$ cat src/sv/ascp_pkg.sv
// ascp_pkg: character codes, event codes and the mod-999 digit step
// shared by the parser core and the top level of the command parser
// no dependencies
package ascp_pkg;

  localparam int ByteW   = 8;
  localparam int EventW  = 3;
  localparam int AddrW   = 32;
  localparam int RemW    = 10;
  localparam int CsumW   = 16;
  localparam int TimeMod = 999;

  typedef logic [ByteW-1:0]  byte_t;
  typedef logic [EventW-1:0] event_t;
  typedef logic [AddrW-1:0]  addr_t;
  typedef logic [RemW-1:0]   rem_t;
  typedef logic [CsumW-1:0]  csum_t;

  localparam byte_t CH_TILDE = 8'h7E;  // '~'
  localparam byte_t CH_QUERY = 8'h3F;  // '?'
  localparam byte_t CH_PUSH  = 8'h40;  // '@'
  localparam byte_t CH_T     = 8'h54;  // 'T'
  localparam byte_t CH_COLON = 8'h3A;  // ':'
  localparam byte_t CH_CR    = 8'h0D;  // carriage return
  localparam byte_t CH_STAR  = 8'h2A;  // '*'
  localparam byte_t CH_COMMA = 8'h2C;  // ','
  localparam byte_t CH_ZERO  = 8'h30;  // '0'
  localparam byte_t CH_NINE  = 8'h39;  // '9'

  localparam event_t EV_TIME_OK   = 3'd0;
  localparam event_t EV_TIME_BAD  = 3'd1;
  localparam event_t EV_DESCRIBE  = 3'd2;
  localparam event_t EV_QUERY     = 3'd3;
  localparam event_t EV_PUSH_BYTE = 3'd4;
  localparam event_t EV_PUSH_NONE = 3'd5;

  localparam addr_t ADDR_RESET = 32'h2020_2020;

  typedef struct packed {
    logic busy;       // output slot holds a result
    logic step;       // parser consumes the staged byte this cycle
  } ascp_ctl_t;

  function automatic logic is_digit(byte_t b);
    return (b >= CH_ZERO) && (b <= CH_NINE);
  endfunction

  // (rem*10 + d) mod 999 via parallel threshold compares
  function automatic rem_t mod999_step(rem_t rem, logic [3:0] d);
    logic [13:0] x;
    logic [3:0]  q;
    logic [13:0] r;
    x = 14'(rem) * 14'd10 + 14'(d);
    q = '0;
    for (int k = 1; k <= 10; k++) begin
      if (x >= 14'(k * TimeMod)) q = q + 4'd1;
    end
    r = x - 14'(q) * 14'(TimeMod);
    return r[RemW-1:0];
  endfunction

endpackage

$ cat src/sv/ascp_core.sv
// ascp_core: parse state machine and result register
// depends on ascp_pkg
module ascp_core import ascp_pkg::*; #(
  parameter int ADDR_LEN = 4
) (
  input  logic      clk,
  input  logic      rst_n,
  input  logic      step,
  input  byte_t     rx_byte,
  input  logic      burst_end,
  input  addr_t     dev_addr,
  input  logic      out_ready,
  output logic      out_valid,
  output event_t    out_kind
);

  typedef enum logic [3:0] {
    PH_IDLE, PH_BCAST, PH_TIME, PH_CSUM, PH_ADDR, PH_SEP, PH_FIELD, PH_PAYLOAD
  } phase_t;

  phase_t     phase_r, phase_nxt;
  logic [2:0] addr_idx_r, addr_idx_nxt;
  logic       mism_r, mism_nxt;
  logic       is_push_r, is_push_nxt;
  rem_t       rem_r, rem_nxt;
  csum_t      csum_r, csum_nxt;
  logic       out_valid_r, out_valid_nxt;
  event_t     out_kind_r, out_kind_nxt;

  logic        ev_valid;
  event_t      ev_kind;
  logic [3:0]  digit;
  logic [63:0] addr_wide;
  logic [2:0]  ch_sel;
  byte_t       addr_ch;

  assign digit      = 4'(rx_byte - CH_ZERO);
  assign addr_wide  = {32'b0, dev_addr};
  assign ch_sel     = 3'(ADDR_LEN - 1) - addr_idx_r;
  assign addr_ch    = addr_wide[{ch_sel, 3'b000} +: ByteW];

  always_comb begin
    phase_nxt    = phase_r;
    addr_idx_nxt = addr_idx_r;
    mism_nxt     = mism_r;
    is_push_nxt  = is_push_r;
    rem_nxt      = rem_r;
    csum_nxt     = csum_r;
    ev_valid     = 1'b0;
    ev_kind      = EV_TIME_OK;
    case (phase_r)
      PH_IDLE: begin
        if (rx_byte == CH_TILDE) begin
          phase_nxt = burst_end ? PH_IDLE : PH_BCAST;
        end else if (rx_byte == CH_QUERY || rx_byte == CH_PUSH) begin
          is_push_nxt  = (rx_byte == CH_PUSH);
          addr_idx_nxt = '0;
          mism_nxt     = 1'b0;
          phase_nxt    = burst_end ? PH_IDLE : PH_ADDR;
        end
      end
      PH_BCAST: begin
        phase_nxt = PH_IDLE;
        if (rx_byte == CH_T) begin
          rem_nxt  = '0;
          csum_nxt = '0;
          if (burst_end) begin
            // empty time and checksum always agree
            ev_valid = 1'b1;
            ev_kind  = EV_TIME_OK;
          end else begin
            phase_nxt = PH_TIME;
          end
        end
      end
      PH_TIME: begin
        if (is_digit(rx_byte)) rem_nxt = mod999_step(rem_r, digit);
        if (burst_end) begin
          // checksum stays zero here
          ev_valid  = 1'b1;
          ev_kind   = (rem_nxt == '0) ? EV_TIME_OK : EV_TIME_BAD;
          phase_nxt = PH_IDLE;
        end else if (rx_byte == CH_COLON) begin
          phase_nxt = PH_CSUM;
        end
      end
      PH_CSUM: begin
        if (is_digit(rx_byte)) csum_nxt = 16'(csum_r * 16'd10 + 16'(digit));
        if (burst_end || rx_byte == CH_CR) begin
          ev_valid  = 1'b1;
          ev_kind   = ({6'b0, rem_r} == csum_nxt) ? EV_TIME_OK : EV_TIME_BAD;
          phase_nxt = PH_IDLE;
        end
      end
      PH_ADDR: begin
        mism_nxt = mism_r | (rx_byte != addr_ch);
        if (burst_end) begin
          phase_nxt = PH_IDLE;
        end else if (addr_idx_r == 3'(ADDR_LEN - 1)) begin
          phase_nxt = mism_nxt ? PH_IDLE : PH_SEP;
        end else begin
          addr_idx_nxt = addr_idx_r + 3'd1;
        end
      end
      PH_SEP: begin
        phase_nxt = (rx_byte == CH_COMMA && !burst_end) ? PH_FIELD : PH_IDLE;
      end
      PH_FIELD: begin
        phase_nxt = PH_IDLE;
        if (is_push_r) begin
          if (burst_end) begin
            ev_valid = 1'b1;
            ev_kind  = EV_PUSH_NONE;
          end else begin
            phase_nxt = PH_PAYLOAD;
          end
        end else begin
          ev_valid = 1'b1;
          ev_kind  = (rx_byte == CH_STAR) ? EV_DESCRIBE : EV_QUERY;
        end
      end
      PH_PAYLOAD: begin
        ev_valid = 1'b1;
        ev_kind  = EV_PUSH_BYTE;
        if (burst_end) phase_nxt = PH_IDLE;
      end
      default: begin
        phase_nxt = PH_IDLE;
      end
    endcase
  end

  always_comb begin
    out_valid_nxt = out_valid_r;
    out_kind_nxt  = out_kind_r;
    if (step) begin
      out_valid_nxt = ev_valid;
      out_kind_nxt  = ev_kind;
    end else if (out_ready) begin
      out_valid_nxt = 1'b0;
    end
  end

  always_ff @(posedge clk) begin
    if (!rst_n) begin
      phase_r     <= PH_IDLE;
      addr_idx_r  <= '0;
      mism_r      <= 1'b0;
      is_push_r   <= 1'b0;
      rem_r       <= '0;
      csum_r      <= '0;
      out_valid_r <= 1'b0;
      out_kind_r  <= EV_TIME_OK;
    end else begin
      if (step) begin
        phase_r    <= phase_nxt;
        addr_idx_r <= addr_idx_nxt;
        mism_r     <= mism_nxt;
        is_push_r  <= is_push_nxt;
        rem_r      <= rem_nxt;
        csum_r     <= csum_nxt;
      end
      out_valid_r <= out_valid_nxt;
      out_kind_r  <= out_kind_nxt;
    end
  end

  assign out_valid = out_valid_r;
  assign out_kind  = out_kind_r;

endmodule

$ cat src/sv/addressed_serial_command_parser_unit.sv
// addressed_serial_command_parser_unit: top level of the serial command parser
// holds the input stage and the address register, instantiates ascp_core
// depends on ascp_pkg and ascp_core
//
// usage
//   in_* channel: one received byte per transaction (in_rx_byte) with
//   in_burst_end set when no further byte is waiting behind it
//   out_* channel: zero or one result per byte, out_event_kind gives
//   time accepted/rejected, describe request, field query, push data byte
//   or empty push
//   cfg_* channel: writes the four address characters, first character in
//   the top byte; cfg_ready is always high, write only while idle
// timing
//   one byte per cycle sustained while out_ready keeps the result slot free; a
//   byte waits in the input register until the parser steps on it, and its result
//   is loaded into the result register, which drives out_valid, at that step; all parsing
//   is one pass of logic between the input register and the result register
// reset and stall
//   rst_n (synchronous, active low) returns the parser to idle, clears the
//   running remainder and checksum and loads the address with four spaces
//   when out_ready is low with a result waiting, the staged byte holds and
//   in_ready falls once the input register is occupied too
module addressed_serial_command_parser_unit import ascp_pkg::*; #(
  parameter int ADDR_LEN = 4
) (
  input  logic   clk,
  input  logic   rst_n,
  input  logic   in_valid,
  output logic   in_ready,
  input  byte_t  in_rx_byte,
  input  logic   in_burst_end,
  output logic   out_valid,
  input  logic   out_ready,
  output event_t out_event_kind,
  input  logic   cfg_valid,
  output logic   cfg_ready,
  input  addr_t  cfg_device_address
);

  // input stage
  logic      in_valid_r, in_valid_nxt;
  byte_t     in_byte_r;
  logic      in_last_r;
  addr_t     dev_addr_r;
  ascp_ctl_t ctl;
  logic      in_take;

  // the staged byte moves on when the result slot is free or being drained
  assign ctl.busy  = out_valid;
  assign ctl.step  = in_valid_r && (!ctl.busy || out_ready);
  assign in_ready  = !in_valid_r || ctl.step;
  assign in_take   = in_valid && in_ready;
  assign cfg_ready = 1'b1;

  always_comb begin
    in_valid_nxt = in_valid_r;
    if (in_take) begin
      in_valid_nxt = 1'b1;
    end else if (ctl.step) begin
      in_valid_nxt = 1'b0;
    end
  end

  always_ff @(posedge clk) begin
    if (!rst_n) begin
      in_valid_r <= 1'b0;
      dev_addr_r <= ADDR_RESET;
    end else begin
      in_valid_r <= in_valid_nxt;
      if (cfg_valid && cfg_ready) dev_addr_r <= cfg_device_address;
    end
  end

  // payload only, no reset needed
  always_ff @(posedge clk) begin
    if (in_take) begin
      in_byte_r <= in_rx_byte;
      in_last_r <= in_burst_end;
    end
  end

  ascp_core #(
    .ADDR_LEN (ADDR_LEN)
  ) u_core (
    .clk       (clk),
    .rst_n     (rst_n),
    .step      (ctl.step),
    .rx_byte   (in_byte_r),
    .burst_end (in_last_r),
    .dev_addr  (dev_addr_r),
    .out_ready (out_ready),
    .out_valid (out_valid),
    .out_kind  (out_event_kind)
  );

endmodule

$ cat config.mk
export PLATFORM = sky130hd
export DESIGN_NAME = addressed_serial_command_parser_unit
export DESIGN_NICKNAME = d
export VERILOG_FILES = /design/src/sv/ascp_pkg.sv /design/src/sv/ascp_core.sv /design/src/sv/addressed_serial_command_parser_unit.sv
export SDC_FILE = /design/constraint.sdc
export NUM_CORES = 1
export LEC_CHECK = 0
export BUFFER_PORTS_ARGS = -buffer_cell sky130_fd_sc_hd__buf_2
export CAP_MARGIN = 20
export CORE_MARGIN = 2
export CORE_UTILIZATION = 57
export CTS_CLUSTER_SIZE = 14
export DETAILED_ROUTE_END_ITERATION = 8
export PLACE_DENSITY = 0.79
export SLEW_MARGIN = 20
export SYNTH_ARGS = -nofsm -noshare
export SYNTH_HDL_FRONTEND = slang
export SYNTH_HIERARCHICAL = 1
export SYNTH_SLANG_ARGS = --single-unit
$ cat constraint.sdc
create_clock -name clk -period 10.4 [get_ports clk]
set_input_delay 1.04 -clock clk [delete_from_list [all_inputs] [get_ports clk]]
set_output_delay 1.04 -clock clk [all_outputs]
set_load 0.03 [all_outputs]
# ---- Yosys cells after proc, flatten, opt, wreduce, memory -nomap -nowiden
# Cells that the tools add are included.
dict set report word_totals {
  regBits 81
  in_bits 46
  output_inout_bits 6
}
dict set report classes {
  n_addsub 15
  n_mul 3
  order_cmp 12
  eq_ne 28
  n_shift 1
  mux 80
  bitwise 2
  n_reduce_logical 24
}
# cell n
set op_table {}
lappend op_table {{2-to-1 mux 4 bit} 39}
lappend op_table {{indexed part select 64 x 7 -> 8 bit} 1}
lappend op_table {{>= comparator 14 x 13 -> 1 bit (second input constant)} 4}
lappend op_table {{2-to-1 mux 16 bit} 3}
lappend op_table {{adder 4 x 1 -> 4 bit (second input constant)} 9}
lappend op_table {{2-to-1 mux 3 bit} 12}
lappend op_table {{== test 8 x 6 -> 1 bit (second input constant)} 4}
lappend op_table {{one-hot mux 16 bit (2 select lines)} 1}
lappend op_table {{one-hot mux 4 bit (8 select lines)} 1}
lappend op_table {{2-to-1 mux 10 bit} 3}
lappend op_table {{>= comparator 14 x 12 -> 1 bit (second input constant)} 2}
lappend op_table {{>= comparator 14 bit (second input constant)} 2}
lappend op_table {{== test 8 x 7 -> 1 bit (second input constant)} 3}
lappend op_table {{one-hot mux 10 bit (2 select lines)} 1}
lappend op_table {{adder 16 x 4 -> 16 bit} 1}
lappend op_table {{== test 10 x 16 -> 1 bit} 1}
lappend op_table {{== test 4 x 3 -> 1 bit (second input constant)} 4}
lappend op_table {{multiplier 16 x 3 -> 15 bit (second input constant)} 1}
lappend op_table {{2-to-1 mux 1 bit} 15}
lappend op_table {{adder 14 x 4 -> 14 bit} 1}
lappend op_table {{>= comparator 14 x 10 -> 1 bit (second input constant)} 1}
lappend op_table {{>= comparator 14 x 11 -> 1 bit (second input constant)} 1}
lappend op_table {{multiplier 10 x 3 -> 13 bit (second input constant)} 1}
lappend op_table {{one-hot mux 3 bit (4 select lines)} 1}
lappend op_table {{other kinds (31)} 53}

# ---- Logic depth before layout (Yosys ltp)
dict set report logic_depth {
  ltp_word 50
  depth_mapped 54
  ltp_nobuf 54
}

# ---- Cells and area by module
# Netlist, hierarchy kept.
# mod instances cells_per_inst area_each_um2 seq_area_each_um2
set by_module_without_submodules {}
lappend by_module_without_submodules {ascp_core 1 832 6691.4 760.7}
lappend by_module_without_submodules {addressed_serial_command_parser_unit 1 121 1571.5 930.9}

# ---- Worst setup path after synthesis
# No wires, ideal clock.
dict set report synth_timing {
  kind {register to register}
  from {register u_core.rem_r[1]}
  to {register u_core.out_kind_r[0] (netlist: u_core/out_kind[0])}
  arrival_ps 10524
  required_time_ps 10278
  slack_ps -246
  stages_incl_launch_ff 51
  n_path_buf 0
  synth_period_minus_slack_ps 10646
  path_cell_list {dfxtp_1 > ha_1 > ha_1 > inv_1 > fa_1 > nand2b_1 > o2bb2ai_2 > xor2_2 > nor4_2 > o21a_1 > nand2_1 > or4_1 > nand3_1 > inv_1 > ha_1 > xnor2_1 > ha_1 > a21boi_0 > [15 not listed] > mux2_2 > ha_1 > inv_1 > fa_1 > ha_1 > a21o_1 > a21oi_1 > o21bai_1 > a21oi_1 > o21bai_1 > a21oi_1 > o21bai_1 > a21oi_1 > xnor2_1 > xnor2_1 > a21o_1 > a41oi_1 > a21boi_1}
}
dict set report synth_via {
  elab_chain_cells 50
}
# element line
set synth_rtl {}
lappend synth_rtl {{from (decl)} ascp_core.sv:25} ;# rem_t rem_r, rem_nxt;
lappend synth_rtl {{from (signal assigned)} ascp_core.sv:160} ;# rem_r <= rem_nxt;
lappend synth_rtl {{multiplier 10 x 3 -> 13 bit} ascp_pkg.sv:53} ;# x = 14'(rem) * 14'd10 + 14'(d);
lappend synth_rtl {{adder 14 x 4 -> 14 bit} ascp_pkg.sv:53}
lappend synth_rtl {{>= comparator 14 x 10 -> 1 bit} ascp_pkg.sv:56} ;# if (x >= 14'(k * TimeMod)) q = q + 4'd1;
lappend synth_rtl {{2-to-1 mux 1 bit} ascp_pkg.sv:56}
lappend synth_rtl {{2-to-1 mux 4 bit} ascp_core.sv:77} ;# if (is_digit(rx_byte)) rem_nxt = mod999_step(rem_r, digit);
lappend synth_rtl {{2-to-1 mux 4 bit} ascp_core.sv:51} ;# case (phase_r)
lappend synth_rtl {{adder 4 x 1 -> 4 bit} ascp_pkg.sv:56}
lappend synth_rtl {{2-to-1 mux 4 bit} ascp_pkg.sv:56}
lappend synth_rtl {{[34 not listed]} --}
lappend synth_rtl {{multiplier 4 x 10 -> 10 bit} ascp_pkg.sv:58} ;# r = x - 14'(q) * 14'(TimeMod);
lappend synth_rtl {{subtractor 10 bit} ascp_pkg.sv:58}
lappend synth_rtl {{2-to-1 mux 10 bit} ascp_core.sv:77}
lappend synth_rtl {{2-to-1 mux 10 bit} ascp_core.sv:51}
lappend synth_rtl {{logical NOT 10 bit} ascp_core.sv:81} ;# ev_kind = (rem_nxt == '0) ? EV_TIME_OK : EV_TIME_BAD;
lappend synth_rtl {{2-to-1 mux 1 bit} ascp_core.sv:81}
lappend synth_rtl {{2-to-1 mux 3 bit} ascp_core.sv:78} ;# if (burst_end) begin
lappend synth_rtl {{one-hot mux 3 bit (4 select lines) (*)} ascp_core.sv:51}
lappend synth_rtl {{to (signal assigned)} ascp_core.sv:164} ;# out_kind_r <= out_kind_nxt;
lappend synth_rtl {{to (decl)} ascp_core.sv:28} ;# event_t out_kind_r, out_kind_nxt;
# Mark *: on every way between the ends. The rest lies on a longest branch, timed or not. The select of a mux whose other input is x is not followed.
# A chain may end at the register's enable or synchronous reset.

# ---- Final worst setup path
dict set report layout_timing {
  from {register u_core.rem_r[4]}
  to {register u_core.out_kind_r[0] (netlist: u_core/out_kind[0])}
}
# Same word-level chain as after synthesis.

==> results.md <==
- Status: completed
- Htree depth: 3
- Met1 GRT Util: 34.6%
- EDFF count, synth: 9
- Met2 Resource Use GR: 45.1%
- Syn nets: 1086
- Yosys cell types: 108
- Largest net degree at the start of global routing: 72
- Initial core utilization: 57.5%
- Xor and xnor area share after synthesis: 9.87%
- Crit path capture type: flop
- Final Hold Viols: 0
- Fillers: 1081
- Hold Crit Class: flop to flop
- Initial DRC Count: 465
- Global placement routability congestion: 0.901
- Via count of the first global-routing pass: 7323
- Primary FF master, synth: dfxtp_1
- Clock Sinks: 80
- Mapped Cells: 953
- Reg-to-Reg Start: u_core/rem_r[4]
- Largest family of logic cells by synthesized area: simple AND/OR/NAND/NOR gates
- Critical-path top delay cell: fa_2
- Core Area: 14400 sq um
- Multiplexer area fraction after synthesis: 8.16%
- Switching share of total power: 25.1%
- Final Power: 0.737 mW
- Final Max Slew Viols: 0
- Max Buffers Root-to-Sink: 2
- Max transition margin: 32.5%
- Compound-Gate Fraction of Synth Area: 20.3%
- Netlist area before placement: 8260 sq um
- CP Data Arrival Time: 10390 ps
- TritonCTS Buffers: 9
- Placed Cells: 1211
- Area after DPL: 9030 sq um
- CP required: 10620 ps
- Synth warn: 6
- F_max: 0.0984 GHz
- Worst Min Path Start: dev_addr_r[21]
- WL/cell: 16.7 um
- Logic pwr share: 12.0%
- Total GRT Usage: 26.0%
- Sequential Power Share: 45.3%
- Seq/Total Area, Yosys: 20.5%
- Leak pwr: 4.14 nW
- Setup crit start: u_core/rem_r[4]
- P&R area growth vs syn: 20.7%
- Final Setup Violations: 0
- Path type of the worst setup path: flop to flop
- # rows: 44
- DRT Pass-1 Iters: 6
- Clk pwr share: 42.7%
- Total of max-cap violations: 0
- Port buffer count: 50
- Finished Cell Area: 9970 sq um
- Avg Cell Area, Syn: 8.67 sq um
- CTS root buf: clkbuf_16
- Most common library cell in the layout ignoring fill and taps: buf_4
- Share of cells above drive strength 1: 26.0%
- Power Density: 73.9 nW/um^2
- GR Overflow Total: 0
- CTS tree: yes
- Worst hold stages: 2
- Vias: 7515
- DRC viols: 0
- Sw Pwr: 0.185 mW
- Clock Pin Slew Worst Setup and Hold Paths: 60 ps
- Grt peak-use layer: met2
- Simple-gate share of the synthesized area: 21.1%
- CP dominant cell by count: ha_4
- Max VDD drop: 106 uV
- Met3 Use GR: 3.39%
- Adder-cell share of the synthesized area: 14.8%
- RSZ-0062 raised after global routing: yes
- Routed wire length: 20900 um
- Worst Tran Pin Value: 1010 ps
- Antenna diodes: 0
- Io pins: 52
- #FFs+latches synth: 80
- Fraction of registers with async set/reset: 0%
- Vias per cell: 6.03
- Internal power: 0.551 mW
- Hpwl dp: 15100 um
- ANT nets after route: 0
- Setup crit start kind: flop
- Count of non-filler cells in the finished layout: 1246
- Die area: 15500 sq um
- Final worst-path cycle share: 97.7%
- Die W: 124 um
- Post-layout min period: 10160 ps
- Die H: 124 um
- First-pass GRT wire length: 34400 um
- CP peak stage delay: 630 ps
- Nets: 1190
- Setup Skew: 5.05 ps
- Most frequent cells in the layout: buf_4, nand2_1, dfxtp_1, nor2b_1, ha_1
- CP Max Fanout: 7
- Register-to-Register Path Depth: 50
- Clock latency at the later pin of the worst-skew pair: 340 ps
- Initial antenna violation count: 0
## sequential cells by signal, summed over array words and instances, names as in the netlist
signal,count
dev_addr_r,32
u_core/csum_r,16
u_core/rem_r,10
in_byte_r,8
u_core/addr_idx_r,3
u_core/out_kind,3
u_core/phase_r,3
in_last_r,1
in_valid_r,1
u_core/is_push_r,1
u_core/mism_r,1
u_core/out_valid,1
## power groups by stage
stage | clock network, mW | logic, mW | registers [mW]
finish | 0.315 | 0.0882 | 0.334
global route | 0.330 | 0.0963 | 0.335
CTS | 0.317 | 0.0845 | 0.333
detailed placement | 0 | 0.0821 | 0.340
global placement | 0 | 0.0803 | 0.340
floorplan | 0 | 0.0641 | 0.335
## critical path, delay by kind of cell, from the launching register on
kind,cells,cell delay [ps]
buffers and inverters,9,840
DFF,1,340
and+or+nand+nor,8,1160
xor gates and xnor gates,5,750
muxes,2,590
AOI/OAI and AO/OA,12,1800
adders and majority gates,14,4580
## final timing paths
| check | slack (ps) | endpoint |
|---|---|---|
| setup reg to reg | 240 | u_core/out_kind[0] |
| hold / removal | 480 | dev_addr_r[21] |
| hold reg to reg | 480 | dev_addr_r[21] |
| setup / recovery | 240 | u_core/out_kind[0] |
## cell families (layout without fill, tap and decap cells)
group,Yosys count,after routing
compound gates,233,233
simple gates,317,317
mux,57,57
flops,80,80
xor+xnor,82,82
buf+inv,94,203
other cells,1,1
fa+ha+maj,89,89
## final cells by class
cell class	count	area (sq um)	share of cell area, %
clock buffer	10	229	2.30
clock inverter	6	66.3	0.665
inverter	56	215	2.16
multi-input combinational	779	6650	66.7
sequential	80	1700	17.0
tap	184	230	2.31
timing repair buffer	131	878	8.81
## cell usage after synthesis, types with 4 or more instances
master / number / area [sq um]
ha_1: 72 / 901
dfxtp_1: 71 / 1420
nand2_1: 70 / 263
nor2b_1: 59 / 369
inv_1: 55 / 206
xnor2_1: 54 / 473
nor2_1: 53 / 199
o21ai_0: 50 / 250
mux2i_1: 46 / 460
a21oi_1: 40 / 200
clkbuf_1: 27 / 101
nor3_1: 22 / 110
xor2_1: 22 / 193
nand3_1: 20 / 100
a22oi_1: 18 / 135
fa_1: 15 / 300
and2_1: 14 / 87.6
a31oi_1: 13 / 81.3
a21o_1: 12 / 90.1
nor4_1: 12 / 75.1
nand4_1: 10 / 62.6
a21boi_0: 9 / 67.6
edfxtp_1: 9 / 270
o211ai_1: 9 / 67.6
mux4_2: 8 / 180
nand2b_1: 8 / 50.1
and3_1: 7 / 43.8
a211oi_1: 6 / 45.0
o21bai_1: 6 / 45.0
or3_1: 6 / 37.5
o31ai_1: 5 / 37.5
or4_1: 5 / 37.5
o2111ai_1: 4 / 35.0
o21a_1: 4 / 30.0
o22ai_1: 4 / 25.0
## repair_timing
action,CTS,global route
cloned,0,0
gates resized for setup,29,66
endpoints found under the setup margin,3,6
pin swaps,15,41
buffers inserted,8,12
hold buffers,0,0
## through the flow
stage / hold slack (ps) / util [%] / setup TNS [ps] / setup WS [ps]
floorplan: 436 / - / 0 / 13.0
global placement: 453 / 62.8 / 0 / 32.3
detailed placement: 464 / 62.8 / -648 / -394
CTS: 475 / 66.2 / 0 / 3.01
global route: 519 / 69.4 / -337 / -215
finish: 478 / 69.4 / 0 / 238
## metal layers
metal | up-vias | share of wire, % | wire, um
met5 | - | 0 | 0
li1 | 3673 | - | -
met1 | 3572 | 44 | 9240
met3 | 39 | 5.5 | 1160
met4 | 0 | 1.4 | 291
met2 | 231 | 49 | 10200
Power figures use the tool's default switching activity.
